[src/hdl/dnsrp_pkg.sv]
// Shared types and constants for the DNS response parser.
`timescale 1ns / 1ps
`default_nettype none
package dnsrp_pkg;

	// Ids at or above this count have no entry in the names table.
	localparam int unsigned TABLE_ENTRIES = 4;

	localparam logic [2:0] ST_FOUND      = 3'd0;
	localparam logic [2:0] ST_SERVER_ERR = 3'd1;
	localparam logic [2:0] ST_NO_ADDR    = 3'd2;
	localparam logic [2:0] ST_TRUNCATED  = 3'd3;
	localparam logic [2:0] ST_ID_RANGE   = 3'd4;

	typedef struct packed {
		logic [15:0] query_id;
		logic [3:0]  response_code;
		logic [31:0] ip_address;
		logic [2:0]  status;
	} res_t;

endpackage
`default_nettype wire

[src/hdl/dnsrp_walker.sv]
// Per-byte parse state machine and end-of-payload status encoder.
`timescale 1ns / 1ps
`default_nettype none
module dnsrp_walker (
	input  wire logic                clk,
	input  wire logic                arst_n,
	input  wire logic                take,
	input  wire logic [7:0]          data_byte,
	input  wire logic                last_byte,
	output dnsrp_pkg::res_t          result
);

	localparam logic [3:0] PH_HEADER = 4'd0;
	localparam logic [3:0] PH_QLEN   = 4'd1;
	localparam logic [3:0] PH_QLABEL = 4'd2;
	localparam logic [3:0] PH_QTAIL  = 4'd3;
	localparam logic [3:0] PH_AFIRST = 4'd4;
	localparam logic [3:0] PH_APTR   = 4'd5;
	localparam logic [3:0] PH_ALEN   = 4'd6;
	localparam logic [3:0] PH_ALABEL = 4'd7;
	localparam logic [3:0] PH_AFIXED = 4'd8;
	localparam logic [3:0] PH_AADDR  = 4'd9;
	localparam logic [3:0] PH_ASKIP  = 4'd10;
	localparam logic [3:0] PH_DONE   = 4'd11;

	localparam logic [3:0]  HdrLast    = 4'd11;
	localparam logic [7:0]  FixedBytes = 8'd10;
	localparam logic [7:0]  QtailBytes = 8'd4;
	localparam logic [7:0]  AddrBytes  = 8'd4;
	localparam logic [15:0] IdLimit    = 16'(dnsrp_pkg::TABLE_ENTRIES);

	logic [3:0]  phase_q, phase_n;
	logic [3:0]  pos_q, pos_n;       // header byte index, only used in header phase
	logic [7:0]  lab_q, lab_n;
	logic [7:0]  ans_q, ans_n;
	logic [15:0] id_q, id_n;
	logic [3:0]  code_q, code_n;
	logic [15:0] rtype_q, rtype_n;
	logic [15:0] rclass_q, rclass_n;
	logic [15:0] rlen_q, rlen_n;
	logic [31:0] addr_q, addr_n;
	logic        found_q, found_n;
	logic [7:0]  lab_dec;
	logic [7:0]  ans_dec;

	assign lab_dec = lab_q - 8'd1;
	assign ans_dec = ans_q - 8'd1;

	always_comb begin
		phase_n  = phase_q;
		pos_n    = pos_q;
		lab_n    = lab_q;
		ans_n    = ans_q;
		id_n     = id_q;
		code_n   = code_q;
		rtype_n  = rtype_q;
		rclass_n = rclass_q;
		rlen_n   = rlen_q;
		addr_n   = addr_q;
		found_n  = found_q;
		unique case (phase_q)
			PH_HEADER: begin
				if (pos_q == 4'd0) id_n[15:8] = data_byte;
				if (pos_q == 4'd1) id_n[7:0] = data_byte;
				if (pos_q == 4'd3) code_n = data_byte[3:0];
				if (pos_q == 4'd7) ans_n = data_byte;
				pos_n = pos_q + 4'd1;
				if (pos_q == HdrLast) phase_n = PH_QLEN;
			end
			PH_QLEN: begin
				if (data_byte == 8'd0) begin
					phase_n = PH_QTAIL;
					lab_n   = QtailBytes;
				end else begin
					phase_n = PH_QLABEL;
					lab_n   = data_byte;
				end
			end
			PH_QLABEL: begin
				lab_n = lab_dec;
				if (lab_dec == 8'd0) phase_n = PH_QLEN;
			end
			PH_QTAIL: begin
				lab_n = lab_dec;
				if (lab_dec == 8'd0) phase_n = (ans_q == 8'd0) ? PH_DONE : PH_AFIRST;
			end
			PH_AFIRST: begin
				if (data_byte[7:6] != 2'b00) begin
					phase_n = PH_APTR;
				end else if (data_byte == 8'd0) begin
					phase_n = PH_AFIXED;
					lab_n   = FixedBytes;
				end else begin
					phase_n = PH_ALABEL;
					lab_n   = data_byte;
				end
			end
			PH_APTR: begin
				phase_n = PH_AFIXED;
				lab_n   = FixedBytes;
			end
			PH_ALEN: begin
				if (data_byte == 8'd0) begin
					phase_n = PH_AFIXED;
					lab_n   = FixedBytes;
				end else begin
					phase_n = PH_ALABEL;
					lab_n   = data_byte;
				end
			end
			PH_ALABEL: begin
				lab_n = lab_dec;
				if (lab_dec == 8'd0) phase_n = PH_ALEN;
			end
			PH_AFIXED: begin
				// lab counts 10..1: type, class, ttl (skipped), length
				if (lab_q >= 8'd9) rtype_n = {rtype_q[7:0], data_byte};
				else if (lab_q >= 8'd7) rclass_n = {rclass_q[7:0], data_byte};
				else if (lab_q <= 8'd2) rlen_n = {rlen_q[7:0], data_byte};
				lab_n = lab_dec;
				if (lab_dec == 8'd0) begin
					if (rtype_n == 16'd1 && rclass_n == 16'd1 && rlen_n == 16'd4) begin
						phase_n = PH_AADDR;
						lab_n   = AddrBytes;
						addr_n  = '0;
					end else if (rlen_n == 16'd0) begin
						ans_n   = ans_dec;
						phase_n = (ans_dec == 8'd0) ? PH_DONE : PH_AFIRST;
					end else begin
						phase_n = PH_ASKIP;
					end
				end
			end
			PH_AADDR: begin
				addr_n = {addr_q[23:0], data_byte};
				lab_n  = lab_dec;
				if (lab_dec == 8'd0) begin
					found_n = 1'b1;
					phase_n = PH_DONE;
				end
			end
			PH_ASKIP: begin
				rlen_n = rlen_q - 16'd1;
				if (rlen_n == 16'd0) begin
					ans_n   = ans_dec;
					phase_n = (ans_dec == 8'd0) ? PH_DONE : PH_AFIRST;
				end
			end
			default: phase_n = PH_DONE;
		endcase
	end

	// Status as seen after this byte has been taken.
	always_comb begin
		result.query_id      = id_n;
		result.response_code = code_n;
		result.ip_address    = '0;
		if (phase_n == PH_HEADER) begin
			result.status = dnsrp_pkg::ST_TRUNCATED;
		end else if (id_n >= IdLimit) begin
			result.status = dnsrp_pkg::ST_ID_RANGE;
		end else if (code_n != 4'd0) begin
			result.status = dnsrp_pkg::ST_SERVER_ERR;
		end else if (found_n) begin
			result.status     = dnsrp_pkg::ST_FOUND;
			result.ip_address = addr_n;
		end else if (phase_n == PH_DONE) begin
			result.status = dnsrp_pkg::ST_NO_ADDR;
		end else begin
			result.status = dnsrp_pkg::ST_TRUNCATED;
		end
	end

	always_ff @(posedge clk or negedge arst_n) begin
		if (!arst_n) begin
			phase_q  <= PH_HEADER;
			pos_q    <= '0;
			lab_q    <= '0;
			ans_q    <= '0;
			id_q     <= '0;
			code_q   <= '0;
			rtype_q  <= '0;
			rclass_q <= '0;
			rlen_q   <= '0;
			addr_q   <= '0;
			found_q  <= 1'b0;
		end else if (take) begin
			if (last_byte) begin
				phase_q  <= PH_HEADER;
				pos_q    <= '0;
				lab_q    <= '0;
				ans_q    <= '0;
				id_q     <= '0;
				code_q   <= '0;
				rtype_q  <= '0;
				rclass_q <= '0;
				rlen_q   <= '0;
				addr_q   <= '0;
				found_q  <= 1'b0;
			end else begin
				phase_q  <= phase_n;
				pos_q    <= pos_n;
				lab_q    <= lab_n;
				ans_q    <= ans_n;
				id_q     <= id_n;
				code_q   <= code_n;
				rtype_q  <= rtype_n;
				rclass_q <= rclass_n;
				rlen_q   <= rlen_n;
				addr_q   <= addr_n;
				found_q  <= found_n;
			end
		end
	end

endmodule
`default_nettype wire

[src/hdl/dns_response_parser.sv]
// Top level of the DNS response parser: byte walker plus result register.
//
// Takes one payload byte per beat and can accept a byte every cycle. Each
// byte updates the parse state in the cycle it is accepted; the beat marked
// last produces one result beat (id, response code, IPv4 address, status)
// that is registered in the result register, and the parser is then ready for
// the next payload. Input is held off only while a result waits in the
// result register and the consumer is not taking it.
`timescale 1ns / 1ps
`default_nettype none
module dns_response_parser (
	input  wire logic        clk,
	input  wire logic        arst_n,
	input  wire logic        in_valid,
	output logic             in_ready,
	input  wire logic [7:0]  data_byte,
	input  wire logic        last_byte,
	output logic             out_valid,
	input  wire logic        out_ready,
	output logic [15:0]      query_id,
	output logic [3:0]       response_code,
	output logic [31:0]      ip_address,
	output logic [2:0]       status
);

	dnsrp_pkg::res_t res;
	dnsrp_pkg::res_t res_q;
	logic            out_valid_q;
	logic            take;

	assign in_ready = !out_valid_q || out_ready;
	assign take     = in_valid && in_ready;

	dnsrp_walker u_walker (
		.clk       (clk),
		.arst_n    (arst_n),
		.take      (take),
		.data_byte (data_byte),
		.last_byte (last_byte),
		.result    (res)
	);

	always_ff @(posedge clk or negedge arst_n) begin
		if (!arst_n) begin
			out_valid_q <= 1'b0;
		end else if (take && last_byte) begin
			out_valid_q <= 1'b1;
		end else if (out_ready) begin
			out_valid_q <= 1'b0;
		end
	end

	always_ff @(posedge clk) begin
		if (take && last_byte) res_q <= res;
	end

	assign out_valid     = out_valid_q;
	assign query_id      = res_q.query_id;
	assign response_code = res_q.response_code;
	assign ip_address    = res_q.ip_address;
	assign status        = res_q.status;

endmodule
`default_nettype wire

[config.mk]
export PLATFORM = sky130hd
export DESIGN_NAME = dns_response_parser
export DESIGN_NICKNAME = d
export VERILOG_FILES = /design/src/hdl/dnsrp_pkg.sv /design/src/hdl/dnsrp_walker.sv /design/src/hdl/dns_response_parser.sv
export SDC_FILE = /design/constraint.sdc
export NUM_CORES = 1
export LEC_CHECK = 0
export BUFFER_PORTS_ARGS = -buffer_cell sky130_fd_sc_hd__buf_2
export CAP_MARGIN = 10
export CORE_MARGIN = 4
export CORE_UTILIZATION = 44
export CTS_CLUSTER_DIAMETER = 200
export DETAILED_ROUTE_END_ITERATION = 8
export PLACE_DENSITY = 0.64
export SLEW_MARGIN = 20
export SYNTH_ARGS = -nofsm -noshare
export SYNTH_HDL_FRONTEND = slang
export SYNTH_SLANG_ARGS = --single-unit
[constraint.sdc]
create_clock -name clk -period 3.5 [get_ports clk]
set_input_delay 0.525 -clock clk [delete_from_list [all_inputs] [get_ports clk]]
set_output_delay 0.525 -clock clk [all_outputs]
set_load 0.005 [all_outputs]
==> qor.yml, run 1 <==
tritoncts: "yes"
final_cells: 1292
antenna_left: 0
crit_chain: "or4_4, or4_1, a311o_1, nor3_2, a31oi_1, a311o_1, o31ai_4, buf_12, nor2_1"
place_congestion: 0.9433
clk_pin_slew_worst_paths_ns: 0.08
globalRouteTotalUtil_pct: 21.49
port_buffers: 69
worstPathBufferInverterCount: 1
cts_root_buf: "clkbuf_16"
crit_type: "flip-flop to flip-flop"
synth-seq-area-share_pct: 50.95
syn_nets: 941
drive_gt1_share_pct: 21.24
slew_violations: 0
grt_max_degree: 48
multi_input_area_sq_um: 4280
synth_area_sq_um: 9430
endpoint_kind: "flip-flop"
hpwl_microns: 17150
dpl_cell_area_sq_um: 10340
nNetsFinal: 1029
avgSynthCellArea_sq_um: 10.30
die_h_microns: 154.4
synth-edff-count: 55
vias: 7885
cp_data_arrival_time_ns: 3.50
period_share_pct: 94.77
cp_common_cell: "a311o_1"
ir_worst_vdd_mv: 0.3108
cts_buffers: 17
globalRouteOverflowTotal: 0
start_kind: "flip-flop"
drt_iter0_drc: 763
grt_pass1_vias: 7424
totalWireLength_microns: 25910
diodes: 0
synth_top_cell_area_share_pct: 33.44
status: "complete, no violations"
fill_cells: 1897
final_cell_mix: "dfrtp_1 (126), a22o_1 (84), nor2_1 (79), buf_2 (68), buf_4 (66)"
wl_per_cell_microns: 20.05
max_freq_mhz: 301.5
core_area_sq_um: 21020
antenna_found_initial: 0
hold_violations: 0
seq_area_sq_um: 4805
final-setup-viol-count: 0
ys_async_sr_fraction_pct: 69.61
drv_cap: 0
die_x_microns: 154.4
cts_max_level: 4
cpMaxStageDelayCell: "or4_4"
synth.area.top_cells: "dfrtp_1 (33%), edfxtp_1 (18%), a22o_1 (7.8%)"
start_util_pct: 44.86
max-slew-margin-rel_pct: 30.15
ioPinCount: 70
dp_cells: 1257
hold_ws_ns: 0.4475
yosysWarnings: 0
rows: 53
clock-skew-final_ns: 0.01467
rsz0062_at_grt: "no"
clock_sinks: 181
clockBufferDepth: 2
worstSkewPairLatency_ns: 0.43
detailedPlace.worstSlack_ns: 0.1022
die_area_sq_um: 23840
drc: 0
areaGrowthSynthToFinish_pct: 16.86
final_area_sq_um: 11020
yosysTopAreaCell: "dfrtp_1"
postSynthCellCount: 916
slowest_delay_ns: 0.55
worstMarginPinSlew_ns: 1.039
first_pass_iters: 5
final_common_cell: "dfrtp_1"
p_leak_nw: 4.714
finalCriticalPeriod_ns: 3.317
ys.flop_type: "dfrtp_1"
yosysUniqueCellTypes: 83
tns_ns: 0
p_per_area_nw_per_um2: 495.7
cp_top_family: "simple AND/OR/NAND/NOR gates"
ys_seq_elements: 181
required_ns: 3.68
grt_pass1_wl_microns: 41290
worst-path-max-fanout: 32
timing.final.ws_setup_ns: 0.1832
hold_path_class: "primary input to flip-flop"
viasPerCell: 6.103
worst reg2reg max path, delay by kind of cell, from the launching register on:
family          cells  cell delay, ns
simple gates        4            1.34
compound gates      4            1.13
flops               1            0.38
buf+inv             1            0.22
per-stage QoR:
stage | total power [mW] | utilization, %
after global routing | 5.701 | 52.43
after global placement | 3.419 | 49.19
final | 5.463 | 52.43
after floorplan | 3.067 | -
after detailed placement | 3.423 | 49.19
after CTS | 5.486 | 52.34
final cells by class:
cell class | instances | area share [%]
inverter | 20 | 0.6812
sequential | 181 | 43.60
multi-input combinational | 648 | 38.84
clock buffer | 17 | 3.860
timing repair buffer | 136 | 7.856
clock inverter | 15 | 2.044
tap | 275 | 3.122
where the power goes:
part | switching (mW) | internal (mW) | total [mW]
Sequential | 0.110 | 2.32 | 2.44
Combinational | 0.560 | 0.402 | 0.962
Clock | 1.01 | 1.06 | 2.07
state kept, by name (all words and copies together) (netlist names), 3 cells and up:
signal,flops
u_walker.pos_q,4
u_walker.lab_q,8
u_walker.rlen_q,16
response_code,4
u_walker.rtype_q,16
u_walker.phase_q,4
u_walker.ans_q,8
u_walker.addr_q,32
u_walker.rclass_q,16
u_walker.id_q,16
u_walker.code_q,4
ip_address,32
query_id,16
status,3
kinds of logic after synthesis:
| group | after synthesis | synth area share (%) |
|---|---|---|
| AO/OA/AOI/OAI | 309 | 23.70 |
| XOR/XNOR | 6 | 0.5572 |
| adder cells (fa/ha/maj) | 12 | 1.592 |
| buffers and inverters | 87 | 3.901 |
| flip-flops | 181 | 50.95 |
| multiplexers | 24 | 2.760 |
| AND/OR/NAND/NOR | 297 | 16.54 |
synthesized netlist by cell type, types with 4 or more instances:
library cell    n
xor2_1          5
or3_1           9
edfxtp_1       55
a31oi_1         4
nand3_1        23
and4_1          4
nor2_1         81
a31o_2          4
o21ai_0        54
a21oi_1        45
buf_6           4
clkbuf_1       55
mux2_2         16
dfrtp_1       126
nand4b_1        4
o41ai_1         4
nor3_1         17
and3_1          6
ha_1           12
nand2b_1       12
nor2b_1         5
a22oi_1        39
nand4_1        11
o31ai_1         8
o22ai_1         8
mux2i_1         8
o21ai_1         4
a211oi_1        4
and2_1          4
nor4_1         21
or2_2           4
a22o_1         84
or4_1           7
a21o_1          9
nand2_1        65
inv_1          19
o211ai_1        6
final timing paths:
check | from | to | slack [ns] | depth (start not counted)
max | u_walker.rlen_q[2]$_DFFE_PN0P_ | ip_address[1]$_SDFFCE_PP0P_ | 0.18 | 9
min | data_byte[6] | u_walker.rclass_q[6]$_DFFE_PN0P_ | 0.45 | 2
max reg2reg | u_walker.rlen_q[2]$_DFFE_PN0P_ | ip_address[1]$_SDFFCE_PP0P_ | 0.18 | 9
max in group asynchronous | arst_n | u_walker.phase_q[2]$_DFFE_PN0P_ | 2.21 | 3
min reg2reg | u_walker.code_q[2]$_DFFE_PN0P_ | u_walker.code_q[2]$_DFFE_PN0P_ | 0.48 | 2
min in group asynchronous | arst_n | u_walker.rlen_q[9]$_DFFE_PN0P_ | 0.46 | 2
repair_timing:
action,in CTS,in global routing
buffers inserted,0,2
setup endpoints to repair,0,33
hold buffers,1,0
gates resized for setup,0,2
endpoints found under the hold margin,7,0
routing by layer:
metal / global-route usage, % / up-vias / part of all wire [%]
li1: - / 3686 / -
met1: 31.92 / 3890 / 47
met2: 32.57 / 268 / 46
met3: 3.302 / 41 / 5.2
met4: 6.686 / 0 / 2.2
met5: 0 / - / 0
No activity file was read; power rests on OpenSTA's default activity.
==> run 2: changes to the inputs <==
--- a/config.mk
+++ b/config.mk
@@ -5,13 +5,15 @@
 export SDC_FILE = /design/constraint.sdc
 export NUM_CORES = 1
 export LEC_CHECK = 0
+export ABC_AREA = 1
 export BUFFER_PORTS_ARGS = -buffer_cell sky130_fd_sc_hd__buf_2
 export CAP_MARGIN = 10
 export CORE_MARGIN = 4
-export CORE_UTILIZATION = 44
+export CORE_UTILIZATION = 40
 export CTS_CLUSTER_DIAMETER = 200
 export DETAILED_ROUTE_END_ITERATION = 8
-export PLACE_DENSITY = 0.64
+export MAX_ROUTING_LAYER = met4
+export PLACE_DENSITY = 0.59
 export SLEW_MARGIN = 20
 export SYNTH_ARGS = -nofsm -noshare
 export SYNTH_HDL_FRONTEND = slang
==> run 2 against run 1 <==
Effect of this change:
- sequential share of layout area decreased by 3.0 points
- wire length increased by 10%
- area after synthesis increased by 9.6%
- synthesized cell count increased by 40%
==> qor.yml, run 2 <==
start_kind: "flip-flop"
tns_ns: 0
final_cells: 1702
nNetsFinal: 1384
grt_pass1_vias: 8539
dp_cells: 1664
drt_iter0_drc: 830
synth-edff-count: 55
rows: 58
synth.area.top_cells: "dfrtp_1 (31%), edfxtp_1 (16%), nand2_1 (12%)"
core_area_sq_um: 25330
antenna_found_initial: 0
syn_nets: 1304
fin_util_pct: 46.72
clock-skew-final_ns: 0.01972
crit_type: "flip-flop to flip-flop"
r2r_cells: 21
dpl_cell_area_sq_um: 11140
rsz0062_at_grt: "no"
grt_max_degree: 59
timing.final.ws_setup_ns: 0.2315
synth-seq-area-share_pct: 46.49
final_common_cell: "nand2_1"
grt_pass1_wl_microns: 45640
clk_pin_slew_worst_paths_ns: 0.08
place_congestion: 0.9769
totalWireLength_microns: 28510
first_pass_iters: 5
port_buffers: 69
period_share_pct: 93.39
cts_root_buf: "clkbuf_16"
slew_violations: 0
post-synth-top-count-cell: "nand2_1"
detailedPlace.worstSlack_ns: 0.1948
wl_per_cell_microns: 16.75
status: "complete, no violations"
die_h_microns: 168.7
max_freq_mhz: 305.9
yosysWarnings: 0
yosysUniqueCellTypes: 52
clockBufferDepth: 2
cp_data_arrival_time_ns: 3.46
drc: 0
hold_violations: 0
final_area_sq_um: 11830
drv_cap: 0
ys_async_sr_fraction_pct: 69.61
ys.flop_type: "dfrtp_1"
cpMaxStageDelayCell: "dfrtp_2"
p_leak_nw: 5.455
final-setup-viol-count: 0
die_area_sq_um: 28470
vias: 8990
start_util_pct: 40.80
cts_max_level: 4
required_ns: 3.69
antenna_left: 0
synth_area_sq_um: 10330
hold_buffers: 0
crit_chain: "inv_1, ha_1, nand2_1, o21ai_4, buf_4, nand2_4, nand2_1, nand2_1, nor2_1, nand2_1, nor2_1, nand2_1, nor2_2, nand3_2, nand3_1, nand2_2, nor2_4, nand3_2, nand2_4, buf_12, nor2_1"
yosysTopAreaCell: "dfrtp_1"
endpoint_kind: "flip-flop"
slowest_delay_ns: 0.44
ys_seq_elements: 181
worstSkewPairLatency_ns: 0.45
ioPinCount: 70
hold_path_class: "primary input to asynchronous set/reset pin"
worst-path-max-fanout: 19
cts_buffers: 17
tritoncts: "yes"
max-slew-margin-rel_pct: 48.40
total_power_mw: 6.062
globalRouteTotalUtil_pct: 20.56
avgSynthCellArea_sq_um: 8.079
clock_sinks: 181
viasPerCell: 5.282
worstMarginPinSlew_ns: 0.7741
hold_ws_ns: 0.01671
netlist_top_cells_count: "nand2_1 (331), inv_1 (131), dfrtp_1 (126)"
globalRouteOverflowTotal: 0
hpwl_microns: 19850
postSynthCellCount: 1279
finalCriticalPeriod_ns: 3.269
drive_gt1_share_pct: 18.29
die_x_microns: 168.7
areaGrowthSynthToFinish_pct: 14.52
p_per_area_nw_per_um2: 512.2
final_cell_mix: "nand2_1 (329), inv_1 (130), dfrtp_1 (125), nor2_1 (108), o21ai_0 (85)"
synth_top_cell_area_share_pct: 30.51
diodes: 0
ir_worst_vdd_mv: 0.3129
cp_common_cell: "nand2_1"
==> run 2: cell count changes after synthesis, moves of 18 or more <==
cell | previous run | this run
nor2_2 | 3 | 28
nor4_1 | 21 | 3
clkbuf_1 | 55 | 28
a22o_1 | 84 | 0
inv_1 | 19 | 131
o21ai_1 | 4 | 46
o22ai_1 | 8 | 28
nand2_1 | 65 | 331
a22oi_1 | 39 | 4
o21ai_0 | 54 | 86
nand3_1 | 23 | 84
nor2_1 | 81 | 110
==> run 2: final cells by class <==
cell class                 count  area [sq um]
fill                        2449         13490
inverter                     149         559.3
timing repair buffer         108         703.2
sequential                   181          4806
tap                          330         412.9
clock inverter                15         200.2
multi-input combinational    902          4727
clock buffer                  17         425.4
==> run 2: worst paths after layout <==
kind                                          startpoint                               end  slack [ns]
max in group asynchronous                         arst_n     u_walker.lab_q[0]$_DFFE_PN0P_        2.57
max                        u_walker.lab_q[0]$_DFFE_PN0P_       ip_address[8]$_SDFFCE_PP0P_        0.23
max reg2reg                u_walker.lab_q[0]$_DFFE_PN0P_       ip_address[8]$_SDFFCE_PP0P_        0.23
min                                               arst_n  u_walker.rtype_q[10]$_DFFE_PN0P_        0.02
min in group clk                            data_byte[0]     u_walker.lab_q[0]$_DFFE_PN0P_        0.48
min reg2reg                 u_walker.id_q[3]$_DFFE_PN0P_      u_walker.id_q[3]$_DFFE_PN0P_        0.49
==> run 2: worst max-delay path: cells and delay by family, from the launching register on <==
family | cells | cell delay [ns]
adder cells (fa/ha/maj) | 1 | 0.18
buffers and inverters | 3 | 0.45
AO/OA/AOI/OAI | 1 | 0.23
flip-flops | 1 | 0.44
AND/OR/NAND/NOR | 16 | 1.72
==> run 2: cell families after synthesis <==
logic type | share of synthesized area [%]
XOR/XNOR | 0.9324
adder cells (fa/ha/maj) | 1.453
flip-flops | 46.49
AND/OR/NAND/NOR | 26.29
buffers and inverters | 7.991
AO/OA/AOI/OAI | 16.84
==> run 2: repair_timing <==
action	in CTS	in global routing
buffers inserted	0	6
endpoints found under the setup margin	0	38
gates resized for setup	0	5
endpoints found under the hold margin	0	0
==> run 2: routing by layer <==
layer  vias up  wire length, microns  global-route usage [%]
met4         0                   662                   6.528
met2       271                 12940                   31.29
met5         -                     0                       -
met3        44                  1523                   3.106
met1      4268                 13390                   28.50
li1       4407                     -                       -
==> run 2: power breakdown <==
| part | switching [mW] | leakage (nW) | internal (mW) |
|---|---|---|---|
| Combinational | 0.994 | 2.94 | 0.450 |
| Clock | 1.02 | 0.296 | 0.983 |
| Sequential | 0.144 | 2.22 | 2.47 |
| Total | 2.16 | 5.46 | 3.91 |
==> run 3: changes to the inputs <==
--- a/config.mk
+++ b/config.mk
@@ -12,8 +12,9 @@
 export CORE_UTILIZATION = 40
 export CTS_CLUSTER_DIAMETER = 200
 export DETAILED_ROUTE_END_ITERATION = 8
+export HOLD_SLACK_MARGIN = 0.05
 export MAX_ROUTING_LAYER = met4
-export PLACE_DENSITY = 0.59
+export PLACE_DENSITY = 0.57
 export SLEW_MARGIN = 20
 export SYNTH_ARGS = -nofsm -noshare
 export SYNTH_HDL_FRONTEND = slang
==> constraint.sdc (replaced) <==
create_clock -name clk -period 3.4 [get_ports clk]
set_input_delay 0.51 -clock clk [delete_from_list [all_inputs] [get_ports clk]]
set_output_delay 0.51 -clock clk [all_outputs]
set_load 0.005 [all_outputs]
==> run 3 against run 2 <==
Effect of this change:
- sequential power grew 3%
- total power grew 3.6%
- non-clock buffer count up 5
- worst hold slack improved by 0.36 ns
- core utilization rose by 0.50 points
- first-iteration DRC count up 15%
- setup slack got worse by 0.033 ns
- highest routed layer unchanged
- largest power group unchanged
==> qor.yml, run 3 (synthesis results as in run 2) <==
grt_max_degree: 53
power.share.clock_pct: 33.6
globalRouteOverflowTotal: 0
worst-path-max-fanout: 12
ioPinCount: 70
fin_util_pct: 47.22
cts_root_buf: "clkbuf_16"
totalWireLength_microns: 28780
first_pass_iters: 6
core_area_sq_um: 25330
drc: 0
clk_pin_slew_worst_paths_ns: 0.08
die_area_sq_um: 28470
detailedPlace.worstSlack_ns: 0.1023
r2r_cells: 20
clock_sinks: 181
globalRouteTotalUtil_pct: 20.99
drive_gt1_share_pct: 19.24
max-slew-margin-rel_pct: 51.77
grt_pass1_wl_microns: 46680
rows: 58
required_ns: 3.60
p_leak_nw: 5.507
final_common_cell: "nand2_1"
die_x_microns: 168.7
tritoncts: "yes"
finalCriticalPeriod_ns: 3.201
period_share_pct: 94.15
diodes: 0
power.switching_mw: 2.233
timing.final.ws_setup_ns: 0.1989
antenna_left: 0
final-setup-viol-count: 0
hold_path_class: "primary input to flip-flop"
wl_per_cell_microns: 16.86
tns_ns: 0
die_h_microns: 168.7
intPower_mw: 4.045
min_from: "out_ready"
min_to: "out_valid$_DFFE_PN0P_"
grt_pass1_vias: 8687
ir_worst_vdd_mv: 0.3144
p_sw_share_pct: 35.57
status: "complete, no violations"
start_kind: "flip-flop"
total_power_mw: 6.277
r2r_slack_ns: 0.20
final_cell_mix: "nand2_1 (329), inv_1 (129), dfrtp_1 (125), nor2_1 (105), o21ai_0 (85)"
start_util_pct: 40.80
cp_data_arrival_time_ns: 3.40
reg2reg_to: "ip_address[12]$_SDFFCE_PP0P_"
clock-skew-final_ns: 0.01285
worstSkewPairLatency_ns: 0.44
endpoint_kind: "flip-flop"
place_congestion: 0.9109
cts_buffers: 17
slew_violations: 0
port_buffers: 69
crit_type: "flip-flop to flip-flop"
p_seq_share_pct: 42.8
antenna_found_initial: 0
areaGrowthSynthToFinish_pct: 15.74
hold_violations: 0
worst_r2r_startpoint: "u_walker.lab_q[0]$_DFFE_PN0P_"
worstMarginPinSlew_ns: 0.7216
drt_iter0_drc: 951
viasPerCell: 5.273
p_per_area_nw_per_um2: 524.8
drv_cap: 0
holdPathStages: 4
max_freq_mhz: 312.4
pwr-share-comb_pct: 23.6
cts_max_level: 4
nNetsFinal: 1389
hpwl_microns: 20300
clockBufferDepth: 2
vias: 9001
-- run 3: cell types whose count changed in the layout (fill, tap and decap cells not counted), sizes merged --
| cell | change |
|---|---|
| inv | +3 |
| clkinv | -2 |
| dlygate4sd3 | +1 |
| buf | +3 |
| clkbuf | +1 |
| clkinvlp | -1 |
-- run 3: layer usage --
metal	up-vias	wire length, microns	global-route usage, %
met3	42	1322	2.826
met4	0	627	6.528
met2	263	13160	31.84
li1	4419	-	-
met1	4277	13670	29.45
met5	-	0	-
-- run 3: metrics by stage --
step           cells  hold slack (ns)  area (sq um)
2_1_floorplan   1279           0.2144         10340
3_3_place_gp    1668           0.4599         11170
3_5_place_dp    1668           0.4659         11170
4_1_cts         1701           0.3657         11820
5_1_grt         1707           0.4249         11960
6_report        1707           0.3743         11960
-- run 3: cell type report --
type / instances / area (sq um)
clock buffer: 17 / 425.4
multi-input combinational: 902 / 4777
fill: 2493 / 13370
inverter: 149 / 559.3
sequential: 181 / 4806
tap: 330 / 412.9
timing repair buffer: 113 / 768.2
clock inverter: 15 / 211.5
-- run 3: worst max path at each step --
stage                                  start                                end  cells after the start
2_1_floorplan                      last_byte  u_walker.rclass_q[10]$_DFFE_PN0P_                      7
5_1_grt        u_walker.lab_q[0]$_DFFE_PN0P_       ip_address[12]$_SDFFCE_PP0P_                     20
6_report       u_walker.lab_q[0]$_DFFE_PN0P_       ip_address[12]$_SDFFCE_PP0P_                     20
3_3_place_gp   u_walker.lab_q[0]$_DFFE_PN0P_        ip_address[2]$_SDFFCE_PP0P_                     18
4_1_cts        u_walker.lab_q[0]$_DFFE_PN0P_       ip_address[10]$_SDFFCE_PP0P_                     17
3_5_place_dp   u_walker.lab_q[0]$_DFFE_PN0P_       ip_address[10]$_SDFFCE_PP0P_                     17
-- run 3: power by group through the flow --
stage / Combinational [mW] / Sequential, mW / Clock (mW)
4_1_cts: 1.47 / 2.69 / 2.16
5_1_grt: 1.71 / 2.72 / 2.24
3_3_place_gp: 1.45 / 2.73 / 0
2_1_floorplan: 1.03 / 2.71 / 0
6_report: 1.48 / 2.69 / 2.11
3_5_place_dp: 1.47 / 2.73 / 0
-- run 3: repair_timing --
item | CTS | global route
setup buffers | 0 | 5
setup endpoints to repair | 0 | 68
gates resized for setup | 0 | 20
hold buffers | 1 | 0
endpoints found under the hold margin | 25 | 0
-- run 3: critical path, cell delays in order, from the launching register on --
cell and delay, ns:
dfrtp_2 0.46, inv_2 0.09, ha_1 0.17, nand2_1 0.09
o21ai_4 0.19, buf_12 0.15, nand3_4 0.07, buf_4 0.20
o21ai_2 0.15, nand2_1 0.08, nor2_1 0.09, nand2_1 0.10
nor2_2 0.13, nand3_2 0.14, nand3_1 0.13, nand2_2 0.09
nor2_4 0.12, nand3_2 0.13, nand2_4 0.17, clkbuf_16 0.19
nor2_2 0.04
